<file path="config.mk">
export PLATFORM = sky130hd
export DESIGN_NAME = modbus_reply_frame_checker_unit_flat
export DESIGN_NICKNAME = d
export VERILOG_FILES = /design/src/sv/mrfc_pkg.sv /design/src/sv/mrfc_in_if.sv /design/src/sv/mrfc_out_if.sv /design/src/sv/mrfc_byte_step.sv /design/src/sv/modbus_reply_frame_checker_unit.sv /design/src/flat_wrapper.sv
export SDC_FILE = /design/constraint.sdc
export NUM_CORES = 1
export LEC_CHECK = 0
export BUFFER_PORTS_ARGS = -buffer_cell sky130_fd_sc_hd__clkbuf_2
export CAP_MARGIN = 20
export CORE_MARGIN = 4
export CORE_UTILIZATION = 25
export DETAILED_ROUTE_END_ITERATION = 8
export PLACE_DENSITY_LB_ADDON = 0.15
export SETUP_SLACK_MARGIN = 0.3
export SYNTH_ARGS = -nofsm -noshare
export SYNTH_HDL_FRONTEND = slang
export SYNTH_SLANG_ARGS = --single-unit
</file>
<file path="constraint.sdc">
create_clock -name i_clk -period 5.1 [get_ports i_clk]
set_input_delay 1.02 -clock i_clk [delete_from_list [all_inputs] [get_ports i_clk]]
set_output_delay 1.02 -clock i_clk [all_outputs]
set_load 0.1 [all_outputs]
</file>
<file path="src/sv/mrfc_pkg.sv">
// ----------------------------------------------------------------------------
// mrfc_pkg
// shared types, codes and the crc-16/modbus byte step for the reply checker
// ----------------------------------------------------------------------------
package mrfc_pkg;

    typedef logic [7:0] t_byte;
    typedef logic [8:0] t_count;
    typedef logic [15:0] t_crc;
    typedef logic [1:0] t_kind;
    typedef logic [1:0] t_err;
    typedef logic [1:0] t_cfg_idx;

    // request kinds
    localparam logic MODE_START = 1'b0;
    localparam logic MODE_BYTE  = 1'b1;

    // verdict codes
    localparam t_err ERR_OK   = 2'd0;
    localparam t_err ERR_LEN  = 2'd1;
    localparam t_err ERR_ADDR = 2'd2;
    localparam t_err ERR_CRC  = 2'd3;

    // configuration register indexes
    localparam t_cfg_idx CFG_LEN_KIND0 = 2'd0;
    localparam t_cfg_idx CFG_LEN_KIND1 = 2'd1;
    localparam t_cfg_idx CFG_LEN_KIND2 = 2'd2;
    localparam t_cfg_idx CFG_LEN_KIND3 = 2'd3;

    localparam int    NUM_KINDS = 4;
    localparam t_byte LEN_KIND0_RST = 8'd43;
    localparam t_byte LEN_KIND1_RST = 8'd19;
    localparam t_byte LEN_KIND2_RST = 8'd10;
    localparam t_byte LEN_KIND3_RST = 8'd49;

    localparam t_count COUNT_MAX  = 9'd511;
    localparam t_crc   CRC_INIT   = 16'hFFFF;
    localparam t_crc   CRC_POLY   = 16'hA001;
    localparam logic [1:0] CRC_BYTES_FULL = 2'd2;

    // one byte through the reflected crc, bit by bit
    function automatic t_crc crc16_byte(input t_crc crc_in, input t_byte b);
        t_crc c;
        c = crc_in ^ {8'h00, b};
        for (int k = 0; k < 8; k++) begin
            if (c[0]) begin
                c = (c >> 1) ^ CRC_POLY;
            end else begin
                c = c >> 1;
            end
        end
        return c;
    endfunction

endpackage

</file>
<file path="src/sv/mrfc_in_if.sv">
// ----------------------------------------------------------------------------
// mrfc_in_if
// request channel of the reply checker: start requests and frame bytes
// ----------------------------------------------------------------------------
interface mrfc_in_if;
    logic       valid;
    logic       ready;
    logic       mode;
    logic [7:0] byte_value;
    logic       last_byte;
    logic [1:0] sensor_kind;
    logic [7:0] slave_address;

    modport source (
        output valid, mode, byte_value, last_byte, sensor_kind, slave_address,
        input  ready
    );
    modport sink (
        input  valid, mode, byte_value, last_byte, sensor_kind, slave_address,
        output ready
    );
endinterface

</file>
<file path="src/sv/mrfc_out_if.sv">
// ----------------------------------------------------------------------------
// mrfc_out_if
// verdict channel of the reply checker
// ----------------------------------------------------------------------------
interface mrfc_out_if;
    logic       valid;
    logic       ready;
    logic       frame_ok;
    logic [1:0] error_code;
    logic [8:0] frame_length;

    modport source (
        output valid, frame_ok, error_code, frame_length,
        input  ready
    );
    modport sink (
        input  valid, frame_ok, error_code, frame_length,
        output ready
    );
endinterface

</file>
<file path="src/sv/mrfc_byte_step.sv">
// ----------------------------------------------------------------------------
// mrfc_byte_step
// per-byte frame update: position decode, crc step and received crc capture
// ----------------------------------------------------------------------------
module mrfc_byte_step (
    input  mrfc_pkg::t_count i_idx,
    input  mrfc_pkg::t_byte  i_byte,
    input  mrfc_pkg::t_byte  i_held_address,
    input  mrfc_pkg::t_crc   i_crc,
    input  mrfc_pkg::t_byte  i_plen,
    input  mrfc_pkg::t_crc   i_rcv_crc,
    input  logic [1:0]       i_crc_seen,
    input  logic             i_addr_match,
    output mrfc_pkg::t_crc   o_crc,
    output mrfc_pkg::t_byte  o_plen,
    output mrfc_pkg::t_crc   o_rcv_crc,
    output logic [1:0]       o_crc_seen,
    output logic             o_addr_match
);
    import mrfc_pkg::*;

    t_count crc_pos;
    logic   seen_inc;

    assign o_addr_match = (i_idx == 9'd0) ? (i_byte == i_held_address) : i_addr_match;
    assign o_plen       = (i_idx == 9'd2) ? i_byte : i_plen;
    assign crc_pos      = {1'b0, o_plen} + 9'd3;
    assign seen_inc     = (i_crc_seen < CRC_BYTES_FULL);

    always_comb begin
        o_crc      = i_crc;
        o_rcv_crc  = i_rcv_crc;
        o_crc_seen = i_crc_seen;
        if (i_idx < 9'd3 || i_idx < crc_pos) begin
            o_crc = crc16_byte(i_crc, i_byte);
        end else if (i_idx == crc_pos) begin
            o_rcv_crc = {i_rcv_crc[15:8], i_byte};
            if (seen_inc) begin
                o_crc_seen = i_crc_seen + 2'd1;
            end
        end else if (i_idx == crc_pos + 9'd1) begin
            o_rcv_crc = {i_byte, i_rcv_crc[7:0]};
            if (seen_inc) begin
                o_crc_seen = i_crc_seen + 2'd1;
            end
        end
    end

endmodule

</file>
<file path="src/sv/modbus_reply_frame_checker_unit.sv">
// ----------------------------------------------------------------------------
// modbus_reply_frame_checker_unit
// the verdict is registered and is on the output in the cycle after the last byte is taken
// throughput: one request per cycle, limited only by the single output register
// the frame state update and crc step are combinational, ahead of the verdict register
// reset: synchronous active low; length registers return to 43/19/10/49, the
// crc to 0xffff, the held address and kind to zero and the output empties
// ----------------------------------------------------------------------------
module modbus_reply_frame_checker_unit (
    input  logic              i_clk,
    input  logic              i_rst_n,
    // configuration write port
    input  logic              i_cfg_we,
    input  mrfc_pkg::t_cfg_idx i_cfg_index,
    input  mrfc_pkg::t_byte   i_cfg_data,
    // request and verdict channels
    mrfc_in_if.sink           i_in,
    mrfc_out_if.source        o_out
);
    import mrfc_pkg::*;

    // expected reply lengths, one per sensor kind
    t_byte r_exp_len [NUM_KINDS];

    // frame state
    t_crc   r_crc,        n_crc;
    t_count r_count,      n_count;
    t_byte  r_plen,       n_plen;
    t_crc   r_rcv_crc,    n_rcv_crc;
    logic [1:0] r_crc_seen, n_crc_seen;
    logic   r_addr_match, n_addr_match;
    t_byte  r_held_addr,  n_held_addr;
    t_kind  r_held_kind,  n_held_kind;

    // verdict register
    logic   r_out_valid,  n_out_valid;
    logic   r_frame_ok,   n_frame_ok;
    t_err   r_err,        n_err;
    t_count r_len,        n_len;

    // byte step results
    t_crc   s_crc;
    t_byte  s_plen;
    t_crc   s_rcv_crc;
    logic [1:0] s_crc_seen;
    logic   s_addr_match;

    logic   in_fire;
    t_count cnt_next;
    t_err   verdict;

    // take a request whenever the verdict register is free or draining
    assign i_in.ready = !r_out_valid || o_out.ready;
    assign in_fire    = i_in.valid && i_in.ready;

    // byte position saturates at the top of the counter
    assign cnt_next = (r_count != COUNT_MAX) ? r_count + 9'd1 : r_count;

    mrfc_byte_step u_step (
        .i_idx          (r_count),
        .i_byte         (i_in.byte_value),
        .i_held_address (r_held_addr),
        .i_crc          (r_crc),
        .i_plen         (r_plen),
        .i_rcv_crc      (r_rcv_crc),
        .i_crc_seen     (r_crc_seen),
        .i_addr_match   (r_addr_match),
        .o_crc          (s_crc),
        .o_plen         (s_plen),
        .o_rcv_crc      (s_rcv_crc),
        .o_crc_seen     (s_crc_seen),
        .o_addr_match   (s_addr_match)
    );

    // checks in priority order: length, address, then crc (short frame counts as crc)
    always_comb begin
        if (cnt_next != {1'b0, r_exp_len[r_held_kind]}) begin
            verdict = ERR_LEN;
        end else if (!s_addr_match) begin
            verdict = ERR_ADDR;
        end else if (s_crc_seen != CRC_BYTES_FULL || s_rcv_crc != s_crc) begin
            verdict = ERR_CRC;
        end else begin
            verdict = ERR_OK;
        end
    end

    // next frame state
    always_comb begin
        n_crc        = r_crc;
        n_count      = r_count;
        n_plen       = r_plen;
        n_rcv_crc    = r_rcv_crc;
        n_crc_seen   = r_crc_seen;
        n_addr_match = r_addr_match;
        n_held_addr  = r_held_addr;
        n_held_kind  = r_held_kind;
        n_frame_ok   = r_frame_ok;
        n_err        = r_err;
        n_len        = r_len;
        n_out_valid  = r_out_valid && !o_out.ready;

        if (in_fire) begin
            if (i_in.mode == MODE_START || i_in.last_byte) begin
                // fresh frame after a start request or a verdict
                n_crc        = CRC_INIT;
                n_count      = '0;
                n_plen       = '0;
                n_rcv_crc    = '0;
                n_crc_seen   = '0;
                n_addr_match = 1'b0;
            end else begin
                n_crc        = s_crc;
                n_count      = cnt_next;
                n_plen       = s_plen;
                n_rcv_crc    = s_rcv_crc;
                n_crc_seen   = s_crc_seen;
                n_addr_match = s_addr_match;
            end

            if (i_in.mode == MODE_START) begin
                n_held_addr = i_in.slave_address;
                n_held_kind = i_in.sensor_kind;
            end else if (i_in.last_byte) begin
                n_out_valid = 1'b1;
                n_frame_ok  = (verdict == ERR_OK);
                n_err       = verdict;
                n_len       = cnt_next;
            end
        end
    end

    always_ff @(posedge i_clk) begin
        if (!i_rst_n) begin
            r_exp_len[CFG_LEN_KIND0] <= LEN_KIND0_RST;
            r_exp_len[CFG_LEN_KIND1] <= LEN_KIND1_RST;
            r_exp_len[CFG_LEN_KIND2] <= LEN_KIND2_RST;
            r_exp_len[CFG_LEN_KIND3] <= LEN_KIND3_RST;
        end else if (i_cfg_we) begin
            r_exp_len[i_cfg_index] <= i_cfg_data;
        end
    end

    always_ff @(posedge i_clk) begin
        if (!i_rst_n) begin
            r_crc        <= CRC_INIT;
            r_count      <= '0;
            r_plen       <= '0;
            r_rcv_crc    <= '0;
            r_crc_seen   <= '0;
            r_addr_match <= 1'b0;
            r_held_addr  <= '0;
            r_held_kind  <= '0;
            r_out_valid  <= 1'b0;
        end else begin
            r_crc        <= n_crc;
            r_count      <= n_count;
            r_plen       <= n_plen;
            r_rcv_crc    <= n_rcv_crc;
            r_crc_seen   <= n_crc_seen;
            r_addr_match <= n_addr_match;
            r_held_addr  <= n_held_addr;
            r_held_kind  <= n_held_kind;
            r_out_valid  <= n_out_valid;
        end
    end

    // verdict payload needs no reset
    always_ff @(posedge i_clk) begin
        r_frame_ok <= n_frame_ok;
        r_err      <= n_err;
        r_len      <= n_len;
    end

    assign o_out.valid        = r_out_valid;
    assign o_out.frame_ok     = r_frame_ok;
    assign o_out.error_code   = r_err;
    assign o_out.frame_length = r_len;

endmodule

</file>
<file path="src/flat_wrapper.sv">
// flat-port wrapper written by rule: the top's interface ports become plain ports
module modbus_reply_frame_checker_unit_flat import mrfc_pkg::*;
  (i_clk, i_rst_n, i_cfg_we, i_cfg_index, i_cfg_data, i_in_valid, i_in_mode, i_in_byte_value, i_in_last_byte, i_in_sensor_kind, i_in_slave_address, i_in_ready, o_out_valid, o_out_frame_ok, o_out_error_code, o_out_frame_length, o_out_ready);
  mrfc_in_if i_in_i ();
  mrfc_out_if o_out_i ();
  input  logic i_clk;
  input  logic i_rst_n;
  input  logic i_cfg_we;
  input  mrfc_pkg::t_cfg_idx i_cfg_index;
  input  mrfc_pkg::t_byte i_cfg_data;
  input wire logic [$bits(i_in_i.valid)-1:0] i_in_valid;
  input wire logic [$bits(i_in_i.mode)-1:0] i_in_mode;
  input wire logic [$bits(i_in_i.byte_value)-1:0] i_in_byte_value;
  input wire logic [$bits(i_in_i.last_byte)-1:0] i_in_last_byte;
  input wire logic [$bits(i_in_i.sensor_kind)-1:0] i_in_sensor_kind;
  input wire logic [$bits(i_in_i.slave_address)-1:0] i_in_slave_address;
  output wire logic [$bits(i_in_i.ready)-1:0] i_in_ready;
  output wire logic [$bits(o_out_i.valid)-1:0] o_out_valid;
  output wire logic [$bits(o_out_i.frame_ok)-1:0] o_out_frame_ok;
  output wire logic [$bits(o_out_i.error_code)-1:0] o_out_error_code;
  output wire logic [$bits(o_out_i.frame_length)-1:0] o_out_frame_length;
  input wire logic [$bits(o_out_i.ready)-1:0] o_out_ready;
  assign i_in_i.valid = i_in_valid;
  assign i_in_i.mode = i_in_mode;
  assign i_in_i.byte_value = i_in_byte_value;
  assign i_in_i.last_byte = i_in_last_byte;
  assign i_in_i.sensor_kind = i_in_sensor_kind;
  assign i_in_i.slave_address = i_in_slave_address;
  assign i_in_ready = i_in_i.ready;
  assign o_out_valid = o_out_i.valid;
  assign o_out_frame_ok = o_out_i.frame_ok;
  assign o_out_error_code = o_out_i.error_code;
  assign o_out_frame_length = o_out_i.frame_length;
  assign o_out_i.ready = o_out_ready;
  modbus_reply_frame_checker_unit u_core (.i_clk(i_clk), .i_rst_n(i_rst_n), .i_cfg_we(i_cfg_we), .i_cfg_index(i_cfg_index), .i_cfg_data(i_cfg_data), .i_in(i_in_i), .o_out(o_out_i));
endmodule
</file>
## Word level (Yosys, flattened, before mapping)

Memory sizes are Yosys's and may differ from the RTL's. A register that Yosys moved wholly into a read port is not among the register bits.
Cells that the tools add are included.

| cells by class | value |
|---|---|
| equal/unequal tests | 8 |
| bitwise operators | 10 |
| muxes and demuxes | 47 |
| magnitude comparators | 3 |
| reductions and logical operators | 13 |
| add/sub/neg operators | 4 |

Operators by type and width:

| cell | count |
|---|---|
| $mux W16 | 21 |
| $mux W8 | 3 |
| $not A2 Y3 | 8 |
| $mux W2 | 11 |
| $add A9 B1 Y9 const B | 2 |
| $eq A9 B9 Y1 | 2 |
| $mux W9 | 2 |
| $ne A16 B16 Y1 | 1 |
| $xor A16 B8 Y16 | 1 |
| $mux W1 | 10 |
| $add A8 B2 Y9 const B | 1 |
| $eq A9 B2 Y1 const B | 1 |
| $logic_not A9 Y1 | 1 |
| $lt A9 B2 Y1 const B | 1 |
| $lt A9 B9 Y1 | 1 |
| $ne A9 B8 Y1 | 1 |
| $ne A9 B9 Y1 const B | 1 |
| $eq A8 B8 Y1 | 1 |
| $reduce_or A8 Y1 | 1 |
| $logic_or A1 B1 Y1 | 4 |
| $reduce_and A3 Y1 | 1 |
| $add A2 B1 Y2 const B | 1 |
| $logic_and A1 B1 Y1 | 2 |
| $logic_not A1 Y1 | 2 |
| other kinds (5) | 5 |

| word-level totals | value |
|---|---|
| input port bits | 35 |
| memories | 1 |
| bits in writable memories | 32 |
| bits in registers | 75 |
| output and inout bits | 14 |

Memory list:

| name | depth | bits a word | read ports | clocked after memory_dff | wr ports | RTL line | RTL |
|---|---|---|---|---|---|---|---|
| u_core.r_exp_len | 4 | 8 | 1 | 1 | 4 | modbus_reply_frame_checker_unit.sv:23 | `t_byte r_exp_len [NUM_KINDS];` |

## Longest topological paths before layout

Gate-level depths: netlist of run 1.

| depth | value |
|---|---|
| depth after elaboration | 33 |
| gate-level depth with buffers | 25 |
| depth with buffers taken out | 22 |

## Hierarchy

A second synthesis of run 1 with hierarchy kept.

| second synthesis, totals | value |
|---|---|
| cell total of the unflattened synthesis | 668 |
| area, all modules | 6617.6 um^2 |

By module, submodules not included:

| module | sequential area each (um^2) | instances | cells each | area each (um^2) |
|---|---|---|---|---|
| modbus_reply_frame_checker_unit | 2622.5 | 1 | 421 | 4744.6 |
| mrfc_byte_step | 0.0 | 1 | 247 | 1873.0 |

## Worst setup path before layout of run 1

Ideal clock, no wire load.

| path | value |
|---|---|
| path type | register -> register |
| from | register u_core.r_count[0] |
| to | register u_core.r_err[0], in the netlist u_core.o_out.error_code[0], data pin |
| data required time | 4846 ps |
| stages on the path, launching flop included | 25 |
| arrival | 5284 ps |
| path buffers | 3 |
| setup slack | -437 ps |
| setup time | 254 ps |
| cell sequence | dfxtp_1 clkbuf_1 inv_1 ha_1 or3b_2 nor3_4 clkbuf_1 mux2i_1 and2_1 nor2_1 and3_1 nor3_1 a21oi_1 ha_1 o21a_1 o211ai_1 a22oi_1 a21bo_2 buf_2 mux2i_1 nor2_1 a2111oi_1 a2bb2oi_2 nand3_1 a21o_1 |

| on the way | value |
|---|---|
| longest elaborated chain between the ends | 13 |
| elaborated cells on any way between the ends | 28 |
| classes of those cells | add/sub: 3; order compare: 2; eq/ne: 7; mux: 13; reduce/logical: 3 |

Ends and longest elaborated chain:

| what | RTL line | RTL |
|---|---|---|
| from (decl) | modbus_reply_frame_checker_unit.sv:27 | `t_count r_count, n_count;` |
| from (signal assigned) | modbus_reply_frame_checker_unit.sv:157 | `r_count <= n_count;` |
| $eq A9 B2 Y1 | mrfc_byte_step.sv:26 | `assign o_plen = (i_idx == 9'd2) ? i_byte : i_plen;` |
| $mux W8 | mrfc_byte_step.sv:26 |  |
| $add A8 B2 Y9 | mrfc_byte_step.sv:27 | `assign crc_pos = {1'b0, o_plen} + 9'd3;` |
| $add A9 B1 Y9 | mrfc_byte_step.sv:41 | `end else if (i_idx == crc_pos + 9'd1) begin` |
| $eq A9 B9 Y1 | mrfc_byte_step.sv:41 |  |
| $mux W16 or $mux W2 (tied branches) | mrfc_byte_step.sv:41 |  |
| $mux W16 or $mux W2 (tied branches) | mrfc_byte_step.sv:36 | `end else if (i_idx == crc_pos) begin` |
| $mux W16 or $mux W2 (tied branches) | mrfc_byte_step.sv:34 | `if (i_idx < 9'd3 \|\| i_idx < crc_pos) begin` |
| $ne A16 B16 Y1 or $ne A2 B2 Y1 (tied branches) | modbus_reply_frame_checker_unit.sv:81 | `end else if (s_crc_seen != CRC_BYTES_FULL \|\| s_rcv_crc != s_crc) begin` |
| $logic_or A1 B1 Y1 | modbus_reply_frame_checker_unit.sv:81 |  |
| $mux W2 | modbus_reply_frame_checker_unit.sv:81 |  |
| $mux W2 | modbus_reply_frame_checker_unit.sv:79 | `end else if (!s_addr_match) begin` |
| $mux W2 (*) | modbus_reply_frame_checker_unit.sv:77 | `if (cnt_next != {1'b0, r_exp_len[r_held_kind]}) begin` |
| via u_core.verdict[0] | modbus_reply_frame_checker_unit.sv:50 | `t_err verdict;` |
| to (signal assigned) | modbus_reply_frame_checker_unit.sv:171 | `r_err <= n_err;` |
| to (decl) | modbus_reply_frame_checker_unit.sv:38 | `t_err r_err, n_err;` |

Mark *: on every way through the listed nets, which the timed path passes. The rest lies on a longest branch.
A chain may end at the register's enable or synchronous reset.

## Worst setup path in the final report of run 1

Same ends and word-level chain as after synthesis.

==> summary.md, run 1 <==
| Metric | Value |
|---|---|
| Status | finished clean |
| Worst-path clk slew | 90 ps |
| Cell Rows | 57 |
| Slew Limit Fails | 0 |
| Most frequent cells in the layout | nand2_1 (67), dfxtp_1 (64), clkbuf_2 (48) |
| Maximum Capacitance Violations | 0 |
| Cts bufs inserted | 9 |
| # hold bufs at CTS | 0 |
| Non-Filler Instances | 1,051 |
| Post-DP HPWL | 13,700 µm |
| Cell seen most often among critical-path stages | nor3_4 |
| Post-route antenna net violation count | 0 |
| # IOs | 49 |
| Ys Warns | 0 |
| Die Footprint | 27,900 µm² |
| Hold WC Path Type | reg2reg |
| Hold Violations, Final | 0 |
| # nets final | 770 |
| Yosys cell types | 62 |
| Register area share after synthesis | 0.416 |
| Setup violations, final | 0 |
| GR Util All Layers | 0.138 |
| Vias in the first global route | 5,233 |
| RSZ-0062 raised after global routing | true |
| Worst Setup End Kind | register |
| Setup crit start kind | register |
| Critical setup path kind | reg2reg |
| Global-route wire length before repair | 30,300 µm |
| Avg Inst Size Synth | 9.68 µm² |
| Commonest non-fill, non-tap cell in the layout | nand2_1 |
| Peak supply drop | 154 µV |
| Syn Inst Count | around 650 |
| Worst Path Required | 5230 ps |
| Area growth syn-to-layout | 24.2% |
| Number of remaining DRC errors | 0 |
| Clk buf depth | 2 |
| Starting density of the core | 0.256 |
| Placed cell count | 1,022 |
| Clock Latency Late Sink | 370 ps |
| Worst-path maximum fanout | 8 |
| Static Leakage | 2.79 nW |
| Max-Slew Margin vs Limit | 0.499 |
| DR vias | 5,175 |
| Cell Area, Synth | 6310 µm² |
| Main synth FF type | dfxtp_1 |
| Fmax | 210 MHz |
| TritonCTS clock tree | built |
| Average wire per standard cell | around 19 µm |
| Area of the core | roughly 25,000 µm² |
| CP max stage cell | or3b_4 |
| Pwr Density | 256 nW/µm² |
| Clock Skews | 13.6 ps |
| Pin slew with the least headroom to its limit | 751 ps |
| CTS Sinks | 109 |
| Largest net degree at the start of global routing | 73 |
| Hold_ws | 479 ps |
| N_diodes | 0 |
| Gr ovfl total | 0 |
| Initial antenna violation count | 1 |
| Yosys reg bits | roughly 110 |
| Layout cells sized above 1 | 0.242 |
| Max incr delay on CP | 390 ps |
| IO Port Bufs | 48 |
| DIE HEIGHT | 167 µm |
| CP bufs+invs | 3 |
| Critical Path AT | 4890 ps |
| Tmin final | 4760 ps |
| Number of DRC markers in iteration 0 | 250 |
| Final Cycle Share | 0.934 |
| Critical Path, Cell by Cell | inv_6 > ha_4 > or3b_4 > nor3_4 > buf_12 > mux2i_4 > and2_4 > nor2_4 > and3_4 > nor3_4 > a21oi_2 > ha_1 > o21a_1 > o211ai_1 > a22oi_1 > a21boi_1 > buf_4 > nor4_2 > a31oi_1 > a21oi_1 > o2111ai_2 > nor4_4 > nand3_2 > a21o_1 |
| Clk root buf | clkbuf_16 |
| Total wire length | 19,500 µm |
| Drt first pass iters | 5 |
| Asr flop ratio synth | 0 |
| EDFF count, synth | 44 |
| Syn_nets | 700 |
| CP top delay family | simple AND/OR/NAND/NOR gates |
| Via density | 4.92 |
| H-tree depth | 3 |
| Die width | 167 µm |
| GPL Wtd Cong | approximately 0.86 |
flip-flops by register name, summed over array words and instances (netlist names), named ones only:
name and count:
u_core.r_plen 8, u_core.r_held_kind 2, u_core.r_addr_match 1, u_core.r_crc_seen 2, u_core.o_out.frame_length 9, u_core.o_out.frame_ok 1
u_core.o_out.valid 1, u_core.r_count 9, u_core.r_crc 16, u_core.r_exp_len 32, u_core.r_held_addr 8, u_core.o_out.error_code 2
u_core.r_rcv_crc 16
cells in the mapped netlist, drive strengths merged (18+ instances only):
| cell | count | area (µm²) |
|---|---|---|
| nor2 | 26 | 97.6 |
| xor2 | 35 | 307 |
| nand2 | 67 | 251 |
| nor2b | 22 | 138 |
| a21oi | 26 | 130 |
| mux2i | 19 | 194 |
| o21ai | 19 | 95.1 |
| xnor2 | 39 | 349 |
| o22ai | 20 | 125 |
| a21boi | 22 | 165 |
| nand2b | 19 | 119 |
| nand4 | 18 | 113 |
| edfxtp | 44 | 1320 |
| clkbuf | 32 | 120 |
| dfxtp | 65 | 1300 |
| and2 | 25 | 156 |
kinds of logic (layout without fill, tap and decap cells):
group | Yosys count | after routing | synth area share
muxes | 30 | 30 | 0.0646
adders and majority gates | 13 | 13 | 0.0258
AOI/OAI and AO/OA | 137 | 137 | 0.148
and+or+nand+nor | 231 | 231 | 0.198
xor gates and xnor gates | 76 | 76 | 0.111
buffers and inverters | 56 | 131 | 0.0369
DFF | 109 | 109 | 0.416
repair_timing:
| item | in CTS | in global routing |
|---|---|---|
| endpoints found under the setup margin | 11 | 11 |
| pin swaps | 10 | 10 |
| gates resized for setup | 10 | 32 |
| hold endpoints to repair | 0 | 0 |
| buffers inserted | 5 | 8 |
metrics by stage:
step	utilization	power [mW]	area, µm²	TNS, ps	setup WS, ps
6_report	0.319	2.01	7840	0	337
5_1_grt	0.319	2.09	7840	0	82.3
4_1_cts	0.309	2.03	7600	0	310
3_5_place_dp	0.291	1.25	7170	-39.1	-39.1
3_3_place_gp	0.291	1.25	7170	0	53.4
2_1_floorplan	-	1.16	6410	0	201
power breakdown:
group	switching [mW]	leakage [nW]	internal, mW
Combinational	0.180	1.68	0.115
Clock	0.401	0.156	0.361
Sequential	0.0165	0.954	0.935
Total	0.598	2.79	1.41
worst register-to-register path, delay by kind of cell, from the launching register on:
kind / cells / cell delay (ps)
muxes: 1 / 240
and+or+nand+nor: 9 / 1800
DFF: 1 / 360
buffers and inverters: 3 / 400
adders and majority gates: 2 / 430
AOI/OAI and AO/OA: 9 / 1290
path summary, 6_finish.rpt:
kind                                                        start                              endpoint  slack, ps  cells after the start
worst max-delay path               u_core.r_count[0]$_SDFFE_PN0P_  u_core.o_out.error_code[0]$_DFFE_PP_        340                     24
worst min-delay path            u_core.r_rcv_crc[14]$_SDFFE_PN0P_     u_core.r_rcv_crc[14]$_SDFFE_PN0P_        480                      2
worst max register to register     u_core.r_count[0]$_SDFFE_PN0P_  u_core.o_out.error_code[0]$_DFFE_PP_        340                     24
worst min register to register  u_core.r_rcv_crc[14]$_SDFFE_PN0P_     u_core.r_rcv_crc[14]$_SDFFE_PN0P_        480                      2
layer usage:
metal  global-route usage  part of all wire  vias up
met2                0.226              0.47      106
met5                    0           0.00056        -
met4               0.0416             0.019        2
met3               0.0168             0.032       26
met1                0.191              0.48     2543
li1                     -                 -     2498
final cells by class:
cell class / count / area (µm²)
Multi-Input combinational cell: 487 / 3720
Inverter: 13 / 53.8
Fill cell: 2553 / 16800
Sequential cell: 109 / 2630
Clock inverter: 7 / 96.3
Tap cell: 324 / 405
Timing Repair Buffer: 102 / 706
Clock buffer: 9 / 225
Power figures use the tool's default switching activity.
==> run 2: changes to the inputs <==
clock period = 4.74 ns   (was 5.1 ns; I/O delays follow)
==> run 2 against run 1 <==
Compared with the run above:
- critical path depth unchanged
- sequential share of layout area fell by 0.12 points
- via count is 0.68% higher
- sequential cell count stayed put
- wire length grew 0.24%
- combinational power rose by 8.5%
- the run now ends with setup timing left
- clock skew up 3.9 ps
- sequential power grew 7%
- global-route usage about the same
- total power grew 7.5%
- final cell count up 1.2%
- worst setup slack worse by 360 ps
==> summary.md, run 2 (same netlist as run 1, synthesis figures left out) <==
| Metric | Value |
|---|---|
| Net Switching | 0.636 mW (+6.4%) |
| Worst Setup End Kind | register |
| Average wire per standard cell | 18.4 µm (-0.98%) |
| TritonCTS clock tree | built |
| Sw Share | 0.294 (-0.00300) |
| Cts bufs inserted | 9 (unchanged) |
| IO Port Bufs | 48 (unchanged) |
| Maximum Capacitance Violations | 0 (unchanged) |
| Clk buf depth | 2 (unchanged) |
| # nets final | 783 (+1.7%) |
| Most frequent cells in the layout | nand2_1 (66), dfxtp_1 (62), buf_4 (61) |
| Area growth syn-to-layout | 24.6% |
| Hold Path Depth | 2 (unchanged) |
| Area of the core | 24,600 µm² (unchanged) |
| Cell Rows | 57 (unchanged) |
| Internal power | 1.52 mW (+7.9%) |
| Setup violations, final | 2 (+2) |
| Pin slew with the least headroom to its limit | 812 ps (+60.5 ps) |
| Vias in the first global route | 5,325 (+1.8%) |
| Critical Path AT | 4890 ps (about the same) |
| PnR Total Power | 2.16 mW (+7.5%) |
| Max FFs per register | 32 (unchanged) |
| Number of DRC markers in iteration 0 | 299 (+20%) |
| Setup crit start kind | register |
| Final Cycle Share | 1.00 (+0.0708) |
| Largest registers | u_core.r_exp_len x32, u_core.r_crc x16, u_core.r_rcv_crc x16 |
| Pwr Density | 274 nW/µm² (+7.1%) |
| R2r startpoint | u_core.r_count[0]$_SDFFE_PN0P_ |
| Initial antenna violation count | 0 (-1) |
| Critical setup path kind | reg2reg |
| # IOs | 49 (unchanged) |
| Slew Limit Fails | 0 (unchanged) |
| Tmin final | 4760 ps (-0.699 ps) |
| Worst setup path end | u_core.o_out.error_code[0]$_DFFE_PP_ |
| Clk root buf | clkbuf_16 |
| Via density | 4.90 (-0.55%) |
| Layout Utilization | 0.320 (+0.00117) |
| Clock Skews | 17.5 ps (+3.92 ps) |
| GPL Wtd Cong | 0.830 (-3.1%) |
| Worst R2R Setup Slack | -20 ps (-360 ps) |
| RSZ-0062 raised after global routing | true |
| Worst setup margin | -22.6 ps (-359 ps) |
| Seq pwr share | 0.474 (about the same) |
| Worst-path clk slew | 90 ps (about the same) |
| Die width | 167 µm (unchanged) |
| Gr ovfl total | 0 (unchanged) |
| Hold Violations, Final | 0 (unchanged) |
| Commonest non-fill, non-tap cell in the layout | nand2_1 |
| DIE HEIGHT | 167 µm (unchanged) |
| Starting density of the core | 0.256 (unchanged) |
| Number of remaining DRC errors | 0 (unchanged) |
| Post-route antenna net violation count | 0 (unchanged) |
| Critical path startpoint | u_core.r_count[0]$_SDFFE_PN0P_ |
| H-tree depth | 3 (unchanged) |
| Max-Slew Margin vs Limit | 0.457 (-0.0417) |
| Biggest register | u_core.r_exp_len |
| Total wire length | 19,600 µm (+0.24%) |
| Clock Latency Late Sink | 370 ps (about the same) |
| DR vias | 5,210 (+0.68%) |
| Post-DP HPWL | 14,100 µm (+2.9%) |
| FF-to-FF path depth | 24 (unchanged) |
| Die Footprint | 27,900 µm² (unchanged) |
| Peak supply drop | 224 µV (+45%) |
| Placed cell count | 1,040 (+1.8%) |
| Global-route wire length before repair | 30,500 µm (+0.59%) |
| Layout cells sized above 1 | 0.254 (+0.0120) |
| # hold bufs at CTS | 0 (unchanged) |
| Hold_ws | 459 ps (-19.9 ps) |
| CTS Sinks | 109 (unchanged) |
| Worst Path Required | 4860 ps (-370 ps) |
| Clock network power share | 0.378 (about the same) |
| Static Leakage | 2.83 nW (+1.2%) |
| Worst-path maximum fanout | 6 (-2) |
| Worst flop-to-flop path endpoint | u_core.o_out.error_code[0]$_DFFE_PP_ |
| Part of the power in combinational logic | 0.148 (about the same) |
| Violated checks | setup timing |
| Status | complete, but fails checks |
| Non-Filler Instances | 1,064 (+1.2%) |
| N_diodes | 0 (unchanged) |
| GR Util All Layers | 0.138 (+0.000364) |
| Hold WC Path Type | reg2reg |
| Largest net degree at the start of global routing | 73 (unchanged) |
| Drt first pass iters | 5 (unchanged) |
| Fmax | 210 MHz (about the same) |
| Post-Route Setup TNS | -31.3 ps (-31.3 ps) |
run 2: changes by cell type in the layout (fill, tap and decap cells not counted), moves of 2 or more:
cell,previous run,this run
a21boi_0,21,18
buf_4,47,61
a21boi_1,1,3
dfxtp_1,64,62
clkinv_8,3,1
mux2i_4,7,5
nor3_1,5,8
dfxtp_2,0,3
nor3_4,3,1
inv_12,1,3
mux2i_2,0,2
buf_8,2,0
a21oi_1,24,26
run 2: worst max-delay path, stage by stage, from the launching register on:
cell	delay, ps
dfxtp_2	340
clkinv_4	50
ha_4	110
or3b_4	390
nor3_4	210
buf_12	150
mux2i_4	230
and2_4	180
buf_4	120
nor3_1	50
nand2b_1	160
ha_1	330
o21a_1	130
o211ai_1	100
a22oi_1	180
a21bo_2	270
buf_4	140
buf_6	130
buf_12	120
mux2i_4	180
xnor2_1	160
a2111oi_2	320
a2bb2oi_2	190
nand3_2	100
a21o_1	170
run 2: how the worst min path moves through the flow:
stage                                           start                           endpoint  slack [ps]
floorplan           u_core.r_rcv_crc[11]$_SDFFE_PN0P_  u_core.r_rcv_crc[11]$_SDFFE_PN0P_         440
global placement    u_core.r_rcv_crc[11]$_SDFFE_PN0P_  u_core.r_rcv_crc[11]$_SDFFE_PN0P_         450
detailed placement  u_core.r_rcv_crc[11]$_SDFFE_PN0P_  u_core.r_rcv_crc[11]$_SDFFE_PN0P_         470
CTS                 u_core.r_rcv_crc[11]$_SDFFE_PN0P_  u_core.r_rcv_crc[11]$_SDFFE_PN0P_         480
global route        u_core.r_rcv_crc[11]$_SDFFE_PN0P_  u_core.r_rcv_crc[11]$_SDFFE_PN0P_         510
finish              u_core.r_rcv_crc[11]$_SDFFE_PN0P_  u_core.r_rcv_crc[11]$_SDFFE_PN0P_         460
run 2: power by group through the flow:
| stage | combinational, mW | sequential [mW] | clock (mW) |
|---|---|---|---|
| final | 0.320 | 1.02 | 0.816 |
| after global routing | 0.347 | 1.03 | 0.873 |
| after CTS | 0.317 | 1.02 | 0.848 |
| after detailed placement | 0.313 | 1.05 | 0 |
| after global placement | 0.315 | 1.04 | 0 |
| after floorplan | 0.196 | 1.06 | 0 |
run 2: per-stage QoR:
step / area, µm² / setup WS, ps
after CTS: 7730 / -82.4
after detailed placement: 7320 / -199
after global routing: 7870 / -306
after global placement: 7320 / -68.4
after floorplan: 6410 / -159
final: 7870 / -22.6
run 2: repair_timing:
item	CTS	global route
endpoints found under the hold margin	0	0
pin swaps	10	15
buffers inserted	4	4
gates resized for setup	12	26
endpoints found under the setup margin	21	21
run 2: final cells by class:
class	count	area, µm²
Clock buffer	9	225
Clock inverter	7	93.8
Fill cell	2536	16700
Inverter	13	53.8
Multi-Input combinational cell	487	3670
Sequential cell	109	2630
Tap cell	324	405
Timing Repair Buffer	115	792
run 2: layer usage:
metal,track usage,vias to the layer above,wire length (µm)
li1,-,2531,-
met1,0.188,2555,9240
met2,0.230,100,9450
met3,0.0137,24,537
met4,0.0466,0,350
met5,0,-,0
==> run 3: changes to the inputs <==
RECOVER_POWER = 100   (was not set)
==> run 3 against run 2 <==
Compared with the run above:
- the flow finishes with violations (capacitance limit, slew limit, setup timing)
- sequential share of layout area up 0.074 points
- final cell count did not move
- maximum frequency grew 0.25%
- die area is the same
- clock power about the same
- global-route usage is the same
- combinational power is essentially flat
- count of clock-buffer cells in the layout is the same
- wire length increased by 0.29%
- register-to-register slack about the same
==> summary.md, run 3 (same netlist as run 1, synthesis figures left out) <==
| Metric | Value |
|---|---|
| Status | complete, but fails checks |
| Violated checks | capacitance limit, slew limit, setup timing |
| Initial antenna violation count | 0 (unchanged) |
| Average wire per standard cell | 18.5 µm (+0.29%) |
| GR Util All Layers | 0.138 (unchanged) |
| TritonCTS clock tree | built |
| Area growth syn-to-layout | 24.4% |
| Total wire length | 19,600 µm (+0.29%) |
| N_diodes | 0 (unchanged) |
| DR vias | 5,218 (+0.15%) |
| Setup crit start kind | register |
| # nets final | 783 (unchanged) |
| Fmax | 211 MHz (+0.25%) |
| DIE HEIGHT | 167 µm (unchanged) |
| CTS Sinks | 109 (unchanged) |
| Clk buf depth | 2 (unchanged) |
| Hold Path Origin | u_core.r_rcv_crc[11]$_SDFFE_PN0P_ |
| Largest net degree at the start of global routing | 73 (unchanged) |
| Cell Area, Placed | 7320 µm² (unchanged) |
| Worst setup margin | -10.5 ps (+12.1 ps) |
| Area of the multi-input gates | 3670 µm² (unchanged) |
| Biggest register | u_core.r_exp_len |
| Post-Route Setup TNS | -10.5 ps (+20.8 ps) |
| FF+latch area | 2630 µm² (unchanged) |
| Pin slew with the least headroom to its limit | 2850 ps (+2040 ps) |
| Worst Path Required | 4860 ps (about the same) |
| Via density | 4.90 (+0.15%) |
| Post-DP HPWL | 14,100 µm (unchanged) |
| Drt first pass iters | 4 (-1) |
| IO Port Bufs | 48 (unchanged) |
| Static Leakage | 2.80 nW (-1.1%) |
| Vias in the first global route | 5,325 (unchanged) |
| Placement Setup Slack | -199 ps (unchanged) |
| GPL Wtd Cong | 0.830 (unchanged) |
| # IOs | 49 (unchanged) |
| Layout cells sized above 1 | 0.246 (-0.00811) |
| Clock Skews | 17.5 ps (-0.0159 ps) |
| Hold Violations, Final | 0 (unchanged) |
| Maximum Capacitance Violations | 1 (+1) |
| Max FFs per register | 32 (unchanged) |
| Worst R2R Setup Slack | -10 ps (about the same) |
| Slew Limit Fails | 73 (+73) |
| Starting density of the core | 0.256 (unchanged) |
| FILL cells | 2,537 (+0.039%) |
| Die width | 167 µm (unchanged) |
| Most frequent cells in the layout | nand2_1 (66), dfxtp_1 (62), buf_4 (57) |
| Worst-path clk slew | 90 ps (about the same) |
| Global-route wire length before repair | 30,500 µm (unchanged) |
| Tmin final | 4750 ps (-12.1 ps) |
| Die Footprint | 27,900 µm² (unchanged) |
| Worst-path maximum fanout | 6 (unchanged) |
| Clock Latency Late Sink | 370 ps (about the same) |
| Cts bufs inserted | 9 (unchanged) |
| Commonest non-fill, non-tap cell in the layout | nand2_1 |
| Clk root buf | clkbuf_16 |
| H-tree depth | 3 (unchanged) |
| Setup violations, final | 1 (-1) |
| Critical path startpoint | u_core.r_count[0]$_SDFFE_PN0P_ |
| Final Cycle Share | 1.00 (-0.00255) |
| Critical Path AT | 4870 ps (-20 ps) |
| Max-Slew Margin vs Limit | -0.900 (-1.36) |
| Critical setup path kind | reg2reg |
| Pwr Density | 275 nW/µm² (+0.13%) |
| Area of the core | 24,600 µm² (unchanged) |
| Number of DRC markers in iteration 0 | 316 (+5.7%) |
| R2r startpoint | u_core.r_count[0]$_SDFFE_PN0P_ |
| Cell Rows | 57 (unchanged) |
| Largest registers | u_core.r_exp_len x32, u_core.r_crc x16, u_core.r_rcv_crc x16 |
| Gr ovfl total | 0 (unchanged) |
| Hold WC Path Type | reg2reg |
| Number of remaining DRC errors | 0 (unchanged) |
| Layout Utilization | 0.319 (-0.000712) |
| Worst Setup End Kind | register |
| Post-route antenna net violation count | 0 (unchanged) |
| Peak supply drop | 223 µV (-0.36%) |
| Final instance area | 7850 µm² (-0.22%) |
| RSZ-0062 raised after global routing | true |
[run 3: changes by cell type in the layout (fill, tap and decap cells not counted)]
| cell | previous run | this run |
|---|---|---|
| clkbuf_1 | 0 | 6 |
| buf_4 | 61 | 57 |
| and2_0 | 0 | 9 |
| clkbuf_2 | 48 | 46 |
| and2_1 | 24 | 15 |
[run 3: worst paths after layout]
path	end	depth (start not counted)
max	u_core.o_out.error_code[0]$_DFFE_PP_	24
max reg2reg	u_core.o_out.error_code[0]$_DFFE_PP_	24
min	u_core.r_rcv_crc[11]$_SDFFE_PN0P_	2
min reg2reg	u_core.r_rcv_crc[11]$_SDFFE_PN0P_	2
[run 3: layout make-up]
class	instances	area share
clock buffers	9	0.0287
clock inverters	7	0.0120
inverters	13	0.00685
multi-input cells	487	0.468
flip-flops and latches	109	0.335
well taps	324	0.0516
repair buffers	115	0.0987
[run 3: per-stage QoR]
stage          instances  hold slack (ps)  total power, mW
4_1_cts             1060              478             2.19
3_5_place_dp        1040              466             1.36
6_report            1064              460             2.16
3_3_place_gp        1040              453             1.36
2_1_floorplan        652              440             1.25
5_1_grt             1064              508             2.25
[run 3: critical path: stages, from the launching register on]
cell	delay [ps]
dfxtp_2	340
clkinv_4	50
ha_4	110
or3b_4	390
nor3_4	210
buf_12	150
mux2i_4	230
and2_4	180
buf_4	120
nor3_1	50
nand2b_1	160
ha_1	330
o21a_1	130
o211ai_1	90
a22oi_1	180
a21bo_2	260
buf_4	140
buf_6	130
buf_12	120
mux2i_4	180
xnor2_1	160
a2111oi_2	320
a2bb2oi_2	190
nand3_2	100
a21o_1	170
[run 3: report_power, final]
group          internal (mW)  leakage [nW]  switching, mW
clock                  0.391         0.155          0.422
combinational          0.126          1.69          0.194
sequential              1.01         0.954         0.0173
total                   1.52          2.80          0.634
[run 3: layer usage]
layer,share of wire,track usage,up-vias
li1,-,-,2530
met1,0.48,0.188,2583
met2,0.48,0.230,83
met3,0.026,0.0137,22
met4,0.018,0.0466,0
met5,0,0,-
[run 3: timing repair]
| item | CTS | global route |
|---|---|---|
| setup endpoints to repair | 21 | 21 |
| endpoints found under the hold margin | 0 | 0 |
| buffers inserted | 4 | 4 |
| hold buffers | 0 | 0 |
| gates resized for setup | 12 | 26 |
| pin swaps | 10 | 15 |
